==> config.mk <==
export PLATFORM = sky130hd
export DESIGN_NAME = jvm_descriptor_checker_unit
export DESIGN_NICKNAME = d
export VERILOG_FILES = /design/src/hdl/jdc_pkg.sv /design/src/hdl/jdc_step.sv /design/src/hdl/jvm_descriptor_checker_unit.sv
export SDC_FILE = /design/constraint.sdc
export NUM_CORES = 1
export LEC_CHECK = 0
export ABC_AREA = 1
export BUFFER_PORTS_ARGS = -buffer_cell sky130_fd_sc_hd__clkbuf_2
export CORE_UTILIZATION = 61
export CTS_BUF_LIST = sky130_fd_sc_hd__clkbuf_8
export DETAILED_ROUTE_END_ITERATION = 10
export GPL_TIMING_DRIVEN = 1
export PLACE_DENSITY = 0.82
export SETUP_SLACK_MARGIN = 0.3
export SLEW_MARGIN = 20
export SYNTH_ARGS = -nofsm -noshare
export SYNTH_HDL_FRONTEND = slang
export SYNTH_SLANG_ARGS = --single-unit
export TNS_END_PERCENT = 10
==> constraint.sdc <==
create_clock -name i_clk -period 3.4 [get_ports i_clk]
set_input_delay 1.02 -clock i_clk [delete_from_list [all_inputs] [get_ports i_clk]]
set_output_delay 1.02 -clock i_clk [all_outputs]
set_load 0.01 [all_outputs]
==> src/hdl/jdc_pkg.sv <==
// ----------------------------------------------------------------------------
// jdc_pkg
// Shared codes, control state type and byte classes for the descriptor checker.
// ----------------------------------------------------------------------------
package jdc_pkg;

    // check modes
    localparam logic [1:0] MODE_METHOD = 2'd0;
    localparam logic [1:0] MODE_FIELD  = 2'd1;
    localparam logic [1:0] MODE_IDENT  = 2'd2;
    localparam logic [1:0] MODE_CLASS  = 2'd3;

    // verdict codes
    localparam logic [1:0] STATUS_OK    = 2'd0;
    localparam logic [1:0] STATUS_MALF  = 2'd1;
    localparam logic [1:0] STATUS_DIMS  = 2'd2;

    // parse phases
    localparam logic [2:0] PH_START   = 3'd0;
    localparam logic [2:0] PH_ARGS    = 3'd1;
    localparam logic [2:0] PH_RET     = 3'd2;
    localparam logic [2:0] PH_ARR_ARG = 3'd3;
    localparam logic [2:0] PH_ARR_END = 3'd4;
    localparam logic [2:0] PH_CLS_ARG = 3'd5;
    localparam logic [2:0] PH_CLS_END = 3'd6;
    localparam logic [2:0] PH_DONE    = 3'd7;

    // descriptor characters
    localparam logic [7:0] CH_LBRACK = 8'h5B; // '['
    localparam logic [7:0] CH_CLASS  = 8'h4C; // 'L'
    localparam logic [7:0] CH_SEMI   = 8'h3B; // ';'
    localparam logic [7:0] CH_VOID   = 8'h56; // 'V'
    localparam logic [7:0] CH_LPAREN = 8'h28; // '('
    localparam logic [7:0] CH_RPAREN = 8'h29; // ')'
    localparam logic [7:0] CH_SLASH  = 8'h2F; // '/'
    localparam logic [7:0] CH_DOT    = 8'h2E; // '.'

    // per-string control state
    typedef struct packed {
        logic [2:0] phase;
        logic       prev_slash;
        logic       name_nonempty;
        logic [1:0] err;
    } t_ctl_state;

    localparam t_ctl_state CTL_RESET = '{
        phase:         PH_START,
        prev_slash:    1'b0,
        name_nonempty: 1'b0,
        err:           STATUS_OK
    };

    // slot count of a base type, zero for anything else
    function automatic logic [1:0] base_slots(input logic [7:0] b);
        logic [1:0] s;
        case (b) inside
            8'h42, 8'h43, 8'h46, 8'h49, 8'h53, 8'h5A: s = 2'd1; // B C F I S Z
            8'h44, 8'h4A:                             s = 2'd2; // D J
            default:                                  s = 2'd0;
        endcase
        return s;
    endfunction

endpackage

==> src/hdl/jdc_step.sv <==
// ----------------------------------------------------------------------------
// jdc_step
// Next-state and verdict logic for one byte of a descriptor or identifier.
// ----------------------------------------------------------------------------
module jdc_step #(
    parameter int MAX_DIMENSIONS = 255,
    parameter int SLOT_WIDTH     = 16,
    parameter int DIM_W          = 9
) (
    input  logic [7:0]             i_byte,
    input  logic                   i_last,
    input  logic [1:0]             i_mode,
    input  jdc_pkg::t_ctl_state    i_ctl,
    input  logic [DIM_W-1:0]       i_dim,
    input  logic [SLOT_WIDTH-1:0]  i_slot,
    output jdc_pkg::t_ctl_state    o_ctl,
    output logic [DIM_W-1:0]       o_dim,
    output logic [SLOT_WIDTH-1:0]  o_slot,
    output logic [1:0]             o_status,
    output logic [15:0]            o_slot_total
);

    localparam logic [DIM_W-1:0]      DIM_MAX  = DIM_W'(MAX_DIMENSIONS);
    localparam logic [SLOT_WIDTH:0]   SLOT_LIM = {1'b0, {SLOT_WIDTH{1'b1}}};

    jdc_pkg::t_ctl_state      n_ctl;
    logic [DIM_W-1:0]         n_dim;
    logic [SLOT_WIDTH-1:0]    n_slot;
    logic                     in_arg;
    logic                     do_begin;
    logic                     do_enter;
    logic                     do_fin;
    logic [1:0]               fin_slots;
    logic [1:0]               fail_code;
    logic [1:0]               b_slots;
    logic [SLOT_WIDTH:0]      sum;
    logic [1:0]               status;
    logic [SLOT_WIDTH+15:0]   slot_ext;

    assign b_slots = jdc_pkg::base_slots(i_byte);

    // byte decode and state update
    always_comb begin
        n_ctl     = i_ctl;
        n_dim     = i_dim;
        n_slot    = i_slot;
        in_arg    = 1'b0;
        do_begin  = 1'b0;
        do_enter  = 1'b0;
        do_fin    = 1'b0;
        fin_slots = 2'd1;
        fail_code = jdc_pkg::STATUS_OK;
        sum       = '0;

        if (i_ctl.err == jdc_pkg::STATUS_OK) begin
            if (i_mode == jdc_pkg::MODE_IDENT || i_mode == jdc_pkg::MODE_CLASS) begin
                // plain text check
                if (i_byte == jdc_pkg::CH_SEMI || i_byte == jdc_pkg::CH_DOT ||
                    i_byte == jdc_pkg::CH_LBRACK) begin
                    fail_code = jdc_pkg::STATUS_MALF;
                end else if (i_byte == jdc_pkg::CH_SLASH) begin
                    if (i_mode != jdc_pkg::MODE_CLASS || i_ctl.prev_slash) begin
                        fail_code = jdc_pkg::STATUS_MALF;
                    end
                    n_ctl.prev_slash = 1'b1;
                end else begin
                    n_ctl.prev_slash = 1'b0;
                end
            end else begin
                unique case (i_ctl.phase) inside
                    jdc_pkg::PH_START: begin
                        if (i_mode == jdc_pkg::MODE_METHOD) begin
                            if (i_byte == jdc_pkg::CH_LPAREN) begin
                                n_ctl.phase = jdc_pkg::PH_ARGS;
                            end else begin
                                fail_code = jdc_pkg::STATUS_MALF;
                            end
                        end else begin
                            do_begin = 1'b1;
                        end
                    end
                    jdc_pkg::PH_ARGS: begin
                        in_arg = 1'b1;
                        if (i_byte == jdc_pkg::CH_RPAREN) begin
                            n_ctl.phase = jdc_pkg::PH_RET;
                        end else begin
                            do_begin = 1'b1;
                        end
                    end
                    jdc_pkg::PH_RET: begin
                        if (i_byte == jdc_pkg::CH_VOID) begin
                            n_ctl.phase = jdc_pkg::PH_DONE;
                        end else begin
                            do_begin = 1'b1;
                        end
                    end
                    jdc_pkg::PH_ARR_ARG, jdc_pkg::PH_ARR_END: begin
                        in_arg = (i_ctl.phase == jdc_pkg::PH_ARR_ARG);
                        if (i_byte == jdc_pkg::CH_LBRACK) begin
                            if (i_dim <= DIM_MAX) begin
                                n_dim = i_dim + DIM_W'(1);
                            end
                        end else if (i_dim > DIM_MAX) begin
                            fail_code = (i_mode == jdc_pkg::MODE_FIELD) ?
                                        jdc_pkg::STATUS_DIMS : jdc_pkg::STATUS_MALF;
                        end else if (i_byte == jdc_pkg::CH_CLASS) begin
                            do_enter = 1'b1;
                        end else if (b_slots != 2'd0) begin
                            do_fin = 1'b1;
                        end else begin
                            fail_code = jdc_pkg::STATUS_MALF;
                        end
                    end
                    jdc_pkg::PH_CLS_ARG, jdc_pkg::PH_CLS_END: begin
                        in_arg = (i_ctl.phase == jdc_pkg::PH_CLS_ARG);
                        if (i_byte == jdc_pkg::CH_SEMI) begin
                            if (!i_ctl.name_nonempty || i_ctl.prev_slash) begin
                                fail_code = jdc_pkg::STATUS_MALF;
                            end else begin
                                do_fin = 1'b1;
                            end
                        end else if (i_byte == jdc_pkg::CH_DOT ||
                                     i_byte == jdc_pkg::CH_LBRACK) begin
                            fail_code = jdc_pkg::STATUS_MALF;
                        end else if (i_byte == jdc_pkg::CH_SLASH) begin
                            if (i_ctl.prev_slash) begin
                                fail_code = jdc_pkg::STATUS_MALF;
                            end
                            n_ctl.prev_slash    = 1'b1;
                            n_ctl.name_nonempty = 1'b1;
                        end else begin
                            n_ctl.prev_slash    = 1'b0;
                            n_ctl.name_nonempty = 1'b1;
                        end
                    end
                    default: begin
                        // trailing byte after a complete descriptor
                        fail_code = jdc_pkg::STATUS_MALF;
                    end
                endcase

                // start of a new field type
                if (do_begin) begin
                    if (i_byte == jdc_pkg::CH_LBRACK) begin
                        n_dim       = DIM_W'(1);
                        n_ctl.phase = in_arg ? jdc_pkg::PH_ARR_ARG : jdc_pkg::PH_ARR_END;
                    end else if (i_byte == jdc_pkg::CH_CLASS) begin
                        do_enter = 1'b1;
                    end else if (b_slots != 2'd0) begin
                        do_fin    = 1'b1;
                        fin_slots = b_slots;
                    end else begin
                        fail_code = jdc_pkg::STATUS_MALF;
                    end
                end

                // open a class name
                if (do_enter) begin
                    n_ctl.name_nonempty = 1'b0;
                    n_ctl.prev_slash    = 1'b0;
                    n_ctl.phase = in_arg ? jdc_pkg::PH_CLS_ARG : jdc_pkg::PH_CLS_END;
                end

                // type complete: count slots for arguments
                if (do_fin) begin
                    if (in_arg) begin
                        sum         = {1'b0, i_slot} + (SLOT_WIDTH+1)'(fin_slots);
                        n_slot      = (sum > SLOT_LIM) ? {SLOT_WIDTH{1'b1}} :
                                                         sum[SLOT_WIDTH-1:0];
                        n_ctl.phase = jdc_pkg::PH_ARGS;
                    end else begin
                        n_ctl.phase = jdc_pkg::PH_DONE;
                    end
                end
            end

            if (fail_code != jdc_pkg::STATUS_OK) begin
                n_ctl.err = fail_code;
            end
        end
    end

    // verdict from the updated state
    always_comb begin
        if (n_ctl.err != jdc_pkg::STATUS_OK) begin
            status = n_ctl.err;
        end else if (i_mode == jdc_pkg::MODE_IDENT || i_mode == jdc_pkg::MODE_CLASS) begin
            status = n_ctl.prev_slash ? jdc_pkg::STATUS_MALF : jdc_pkg::STATUS_OK;
        end else begin
            status = (n_ctl.phase == jdc_pkg::PH_DONE) ? jdc_pkg::STATUS_OK :
                                                         jdc_pkg::STATUS_MALF;
        end
    end

    assign slot_ext = {16'd0, n_slot};
    assign o_status = status;

    always_comb begin
        if (status == jdc_pkg::STATUS_OK && i_mode == jdc_pkg::MODE_METHOD) begin
            o_slot_total = (slot_ext > (SLOT_WIDTH+16)'(16'hFFFF)) ? 16'hFFFF :
                                                                     slot_ext[15:0];
        end else begin
            o_slot_total = 16'd0;
        end
    end

    // string state returns to reset after the final byte
    assign o_ctl  = i_last ? jdc_pkg::CTL_RESET : n_ctl;
    assign o_dim  = i_last ? '0 : n_dim;
    assign o_slot = i_last ? '0 : n_slot;

endmodule

==> src/hdl/jvm_descriptor_checker_unit.sv <==
// Path: a final byte's verdict passes through the input register, then the result register.
// Throughput: one byte per cycle; the input register drains into the parse
// state every cycle, and stalls only when a final byte meets a full result
// register that is not being taken.
// Reset: synchronous, active low; clears the mode register to method mode, the parse state and
// both valid flags.
// ----------------------------------------------------------------------------
// jvm_descriptor_checker_unit
// Byte-serial checker for JVM method, field, identifier and class-name text.
// ----------------------------------------------------------------------------
module jvm_descriptor_checker_unit #(
    parameter int MAX_DIMENSIONS = 255,
    parameter int SLOT_WIDTH     = 16
) (
    input  logic        i_clk,
    input  logic        i_rst_n,
    input  logic        i_cfg_we,
    input  logic [1:0]  i_cfg_wdata,
    input  logic        i_valid,
    output logic        o_ready,
    input  logic [7:0]  i_sig_byte,
    input  logic        i_last_byte,
    output logic        o_valid,
    input  logic        i_ready,
    output logic [1:0]  o_status,
    output logic [15:0] o_slot_total
);

    localparam int DIM_W = $clog2(MAX_DIMENSIONS + 2);

    logic [1:0]              r_mode;
    logic                    r_in_valid;
    logic [7:0]              r_in_byte;
    logic                    r_in_last;
    jdc_pkg::t_ctl_state     r_ctl;
    logic [DIM_W-1:0]        r_dim;
    logic [SLOT_WIDTH-1:0]   r_slot;
    logic                    r_out_valid;
    logic [1:0]              r_out_status;
    logic [15:0]             r_out_slots;

    jdc_pkg::t_ctl_state     n_ctl;
    logic [DIM_W-1:0]        n_dim;
    logic [SLOT_WIDTH-1:0]   n_slot;
    logic [1:0]              n_status;
    logic [15:0]             n_slots;
    logic                    in_adv;
    logic                    out_free;

    // handshake: the held byte moves on unless it needs a busy result slot
    assign out_free = !r_out_valid || i_ready;
    assign in_adv   = r_in_valid && (!r_in_last || out_free);
    assign o_ready  = !r_in_valid || in_adv;

    // configuration register
    always_ff @(posedge i_clk) begin
        if (!i_rst_n) begin
            r_mode <= jdc_pkg::MODE_METHOD;
        end else if (i_cfg_we) begin
            r_mode <= i_cfg_wdata;
        end
    end

    // input register
    always_ff @(posedge i_clk) begin
        if (!i_rst_n) begin
            r_in_valid <= 1'b0;
        end else if (o_ready) begin
            r_in_valid <= i_valid;
        end
    end

    always_ff @(posedge i_clk) begin
        if (o_ready && i_valid) begin
            r_in_byte <= i_sig_byte;
            r_in_last <= i_last_byte;
        end
    end

    jdc_step #(
        .MAX_DIMENSIONS (MAX_DIMENSIONS),
        .SLOT_WIDTH     (SLOT_WIDTH),
        .DIM_W          (DIM_W)
    ) u_step (
        .i_byte       (r_in_byte),
        .i_last       (r_in_last),
        .i_mode       (r_mode),
        .i_ctl        (r_ctl),
        .i_dim        (r_dim),
        .i_slot       (r_slot),
        .o_ctl        (n_ctl),
        .o_dim        (n_dim),
        .o_slot       (n_slot),
        .o_status     (n_status),
        .o_slot_total (n_slots)
    );

    // parse state
    always_ff @(posedge i_clk) begin
        if (!i_rst_n) begin
            r_ctl  <= jdc_pkg::CTL_RESET;
            r_dim  <= '0;
            r_slot <= '0;
        end else if (in_adv) begin
            r_ctl  <= n_ctl;
            r_dim  <= n_dim;
            r_slot <= n_slot;
        end
    end

    // result register
    always_ff @(posedge i_clk) begin
        if (!i_rst_n) begin
            r_out_valid <= 1'b0;
        end else if (in_adv && r_in_last) begin
            r_out_valid <= 1'b1;
        end else if (i_ready) begin
            r_out_valid <= 1'b0;
        end
    end

    always_ff @(posedge i_clk) begin
        if (in_adv && r_in_last) begin
            r_out_status <= n_status;
            r_out_slots  <= n_slots;
        end
    end

    assign o_valid      = r_out_valid;
    assign o_status     = r_out_status;
    assign o_slot_total = r_out_slots;

    // a delivered verdict is one of the defined codes
    a_status_code: assert property (@(posedge i_clk) disable iff (!i_rst_n)
        o_valid |-> (o_status == jdc_pkg::STATUS_OK || o_status == jdc_pkg::STATUS_MALF ||
                     o_status == jdc_pkg::STATUS_DIMS))
        else $error("undefined status code delivered");

    // slot count only accompanies a valid verdict
    a_slots_zero: assert property (@(posedge i_clk) disable iff (!i_rst_n)
        (o_valid && o_status != jdc_pkg::STATUS_OK) |-> (o_slot_total == 16'd0))
        else $error("slot count on a failed verdict");

    // a final byte clears the parse state
    a_clear: assert property (@(posedge i_clk) disable iff (!i_rst_n)
        (in_adv && r_in_last) |=>
            (r_ctl == jdc_pkg::CTL_RESET && r_dim == '0 && r_slot == '0))
        else $error("parse state not cleared after final byte");

    // dimension counter stays within its limit plus one
    a_dim_bound: assert property (@(posedge i_clk) disable iff (!i_rst_n)
        r_dim <= DIM_W'(MAX_DIMENSIONS + 1))
        else $error("dimension counter overflow");

    // a final byte waits while the result register is stalled
    a_hold_last: assert property (@(posedge i_clk) disable iff (!i_rst_n)
        (r_in_valid && r_in_last && r_out_valid && !i_ready) |=> r_in_valid)
        else $error("final byte dropped while result stalled");

endmodule

==> flow_metrics.tcl <==
set metrics [dict create \
    area_growth_syn_to_layout_pct 22.3 \
    setup_viol 0 \
    multi_input_area_mm2 0.00211 \
    grt_start_max_net_pins 24 \
    synthXorXnorAreaFrac 0.0398 \
    drtPass1Iterations 5 \
    hpwlAfterDp_um 6690 \
    outcome "completed" \
    grt_pass1_vias 3463 \
    dr.first_iter.drc_count 242 \
    antenna_found_initial 0 \
    fin_nets 596 \
    grt_overflow 0 \
    io_pins 36 \
    period_minus_slack_ns 3.08 \
    crit_required_ns 3.67 \
    synth_flop_cell "dfxtp_1" \
    drv_cap 0 \
    core.rowCount 28 \
    fin_worst_skew_ns 0.0104 \
    synth.area.mux_share 0 \
    crit_path_end_kind "flop" \
    clock_power_share 0.419 \
    die-area_mm2 0.00646 \
    die_w_um 80.4 \
    syn_area_mm2 0.00374 \
    synth-seq-cells 63 \
    switchingPower_mw 0.416 \
    coreArea_mm2 0.00592 \
    p_int_mw 1.25 \
    r2r_start "r_in_byte[7]" \
    syn_nets 534 \
    r2r_setup_slack_ns 0.32 \
    diodes 0 \
    arrival_ns 3.36 \
    ff_latch_area_mm2 0.00154 \
    p_sw_frac 0.250 \
    path_clk_slew_ns 0.07 \
    initial_utilization 0.633 \
    final_cell_mix "nand2_1, inv_1, nor2_1, a21oi_1, clkbuf_2" \
    cts_max_level 3 \
    syn_inst 513 \
    synth_fa_ha_area_frac 0.0187 \
    cts_tree "yes" \
    hp-class "reg2reg" \
    clockBufferDepth 2 \
    synth-async-reset-ratio 0 \
    grt_setup_unrepaired "true" \
    cts_buffers 9 \
    syn_area_per_cell_um2 7.30 \
    fillCellCount 424 \
    routed-via-count 3753 \
    synth_top_family_by_area "simple AND/OR/NAND/NOR gates" \
    critPathKind "reg2reg" \
    r2r_cells 21 \
    die_height_um 80.4 \
    leakagePower_nw 1.81 \
    globalplace.congestion 1.01 \
    final_common_cell "nand2_1" \
    r2r_end "r_slot[11]" \
    holdBufCountCts 0 \
    grt_pass1_wl_um 15100 \
    clock-root-buffer "clkbuf_8" \
    cts.sinks 63 \
    drtAntennaViolNets 0 \
    ys_seq_area_frac 0.409 \
    synth_cell_type_count 44 \
    total_power_mw 1.67 \
    drive_gt1_frac 0.272 \
    p_seq_frac 0.489 \
    power_frac_comb 0.093 \
    path_max_fanout 6 \
    finalHoldViolCount 0 \
    tightest_slew_ns 0.810 \
    power_per_cell_area_mw_per_mm2 364 \
    drc 0 \
    synth-compound-area-share 0.127 \
    clock_latency_ns 0.35 \
    synth_edf_count 27 \
    finalWirelength_um 10100 \
    viasPerCell 5.73 \
    max_freq_mhz 324 \
    synth_warnings 0 \
    io_buffers 35 \
    tns_ns 0 \
    startpoint_type "flop" \
    wl_per_cell_um 15.5 \
    post-route-period-util 0.907 \
    crit_end "r_slot[11]" \
    irDropWorstVdd_uv 306 \
    slew_violations 0 \
    startpoint "r_in_byte[7]" \
    grt_usage 0.314 \
    relSlewSlack 0.459 \
    synth-simple-area-share 0.319 \
]
worst max-delay path, cell delays in order, from the launching register on:
cell	delay (ns)
edfxtp_1	0.44
inv_1	0.09
nand2_1	0.08
nor2_2	0.16
nand2_2	0.10
nand2_4	0.09
nand3_4	0.09
nand2_4	0.10
ha_4	0.14
fa_2	0.21
nand3_2	0.12
nor2_2	0.15
nand2_2	0.09
nor2_4	0.15
nand2_2	0.07
inv_2	0.08
nand4_4	0.12
buf_4	0.18
nand4_1	0.09
o21ai_2	0.11
or2_1	0.23
a21oi_1	0.11
power by group through the flow:
stage	clock, mW	sequential (mW)	combinational [mW]
after floorplan	0	0.832	0.0822
after global placement	0	0.830	0.123
after detailed placement	0	0.831	0.126
after CTS	0.704	0.814	0.131
after global routing	0.733	0.816	0.168
final	0.697	0.815	0.154
layout make-up:
class,instances,area share
inverters,73,0.0599
flip-flops and latches,63,0.335
well taps,75,0.0205
repair buffers,60,0.0801
clock inverters,7,0.0172
clock buffers,9,0.0271
multi-input cells,368,0.460
sequential cells by signal (all words and copies together), names as in the netlist:
| name | cells |
|---|---|
| o_valid | 1 |
| r_ctl | 7 |
| o_slot_total | 16 |
| r_mode | 2 |
| r_in_valid | 1 |
| r_slot | 16 |
| o_status | 2 |
| r_dim | 9 |
| r_in_byte | 8 |
| r_in_last | 1 |
what timing repair did:
item,4_1_cts,5_1_grt
gates cloned,0,1
pin swaps,1,12
resized for setup,8,55
buffers inserted,7,13
setup endpoints to repair,7,28
hold endpoints to repair,0,0
cells by family after synthesis:
group,after synthesis
flip-flops,63
AO/OA/AOI/OAI,84
AND/OR/NAND/NOR,261
adder cells (fa/ha/maj),5
XOR/XNOR,17
buffers and inverters,83
metrics by stage:
step	hold WS [ns]	utilization	setup WS, ns	instance area, um2	instances
floorplan	0.439	-	0.624	3740	513
global placement	0.448	0.676	0.334	4000	618
detailed placement	0.461	0.676	0.159	4000	618
CTS	0.472	0.723	0.312	4280	641
global route	0.495	0.773	0.100	4580	655
finish	0.466	0.773	0.317	4580	655
worst min path at each step:
stage                  start       end  cells past startpoint
floorplan           r_dim[8]  r_dim[8]                      2
global placement    r_dim[8]  r_dim[8]                      2
detailed placement  r_dim[8]  r_dim[8]                      2
CTS                 r_dim[8]  r_dim[8]                      2
global route        r_dim[8]  r_dim[8]                      2
finish              r_dim[8]  r_dim[8]                      2
synth_stat cells (all sizes together) (2+ instances only):
library cell	count	area, um2
or2	3	18.8
dfxtp	36	721
o22ai	4	25.0
o211ai	5	37.5
xnor2	3	26.3
xor2	14	123
buf	4	28.8
nand2	132	518
a21o	2	15.0
nand4	13	96.3
o21ai	25	129
a21oi	40	208
ha	4	50.1
nand3b	2	15.0
nand3	26	143
o21a	3	22.5
edfxtp	27	811
nor2	72	328
clkbuf	6	22.5
nor3	10	55.1
inv	72	270
layer usage:
| metal | vias up | part of all wire | GRT usage |
|---|---|---|---|
| li1 | 1798 | - | - |
| met1 | 1755 | 0.37 | 0.325 |
| met2 | 164 | 0.53 | 0.572 |
| met3 | 36 | 0.065 | 0.0750 |
| met4 | 0 | 0.036 | 0.179 |
| met5 | - | 0 | 0 |
Power figures use the tool's default switching activity.
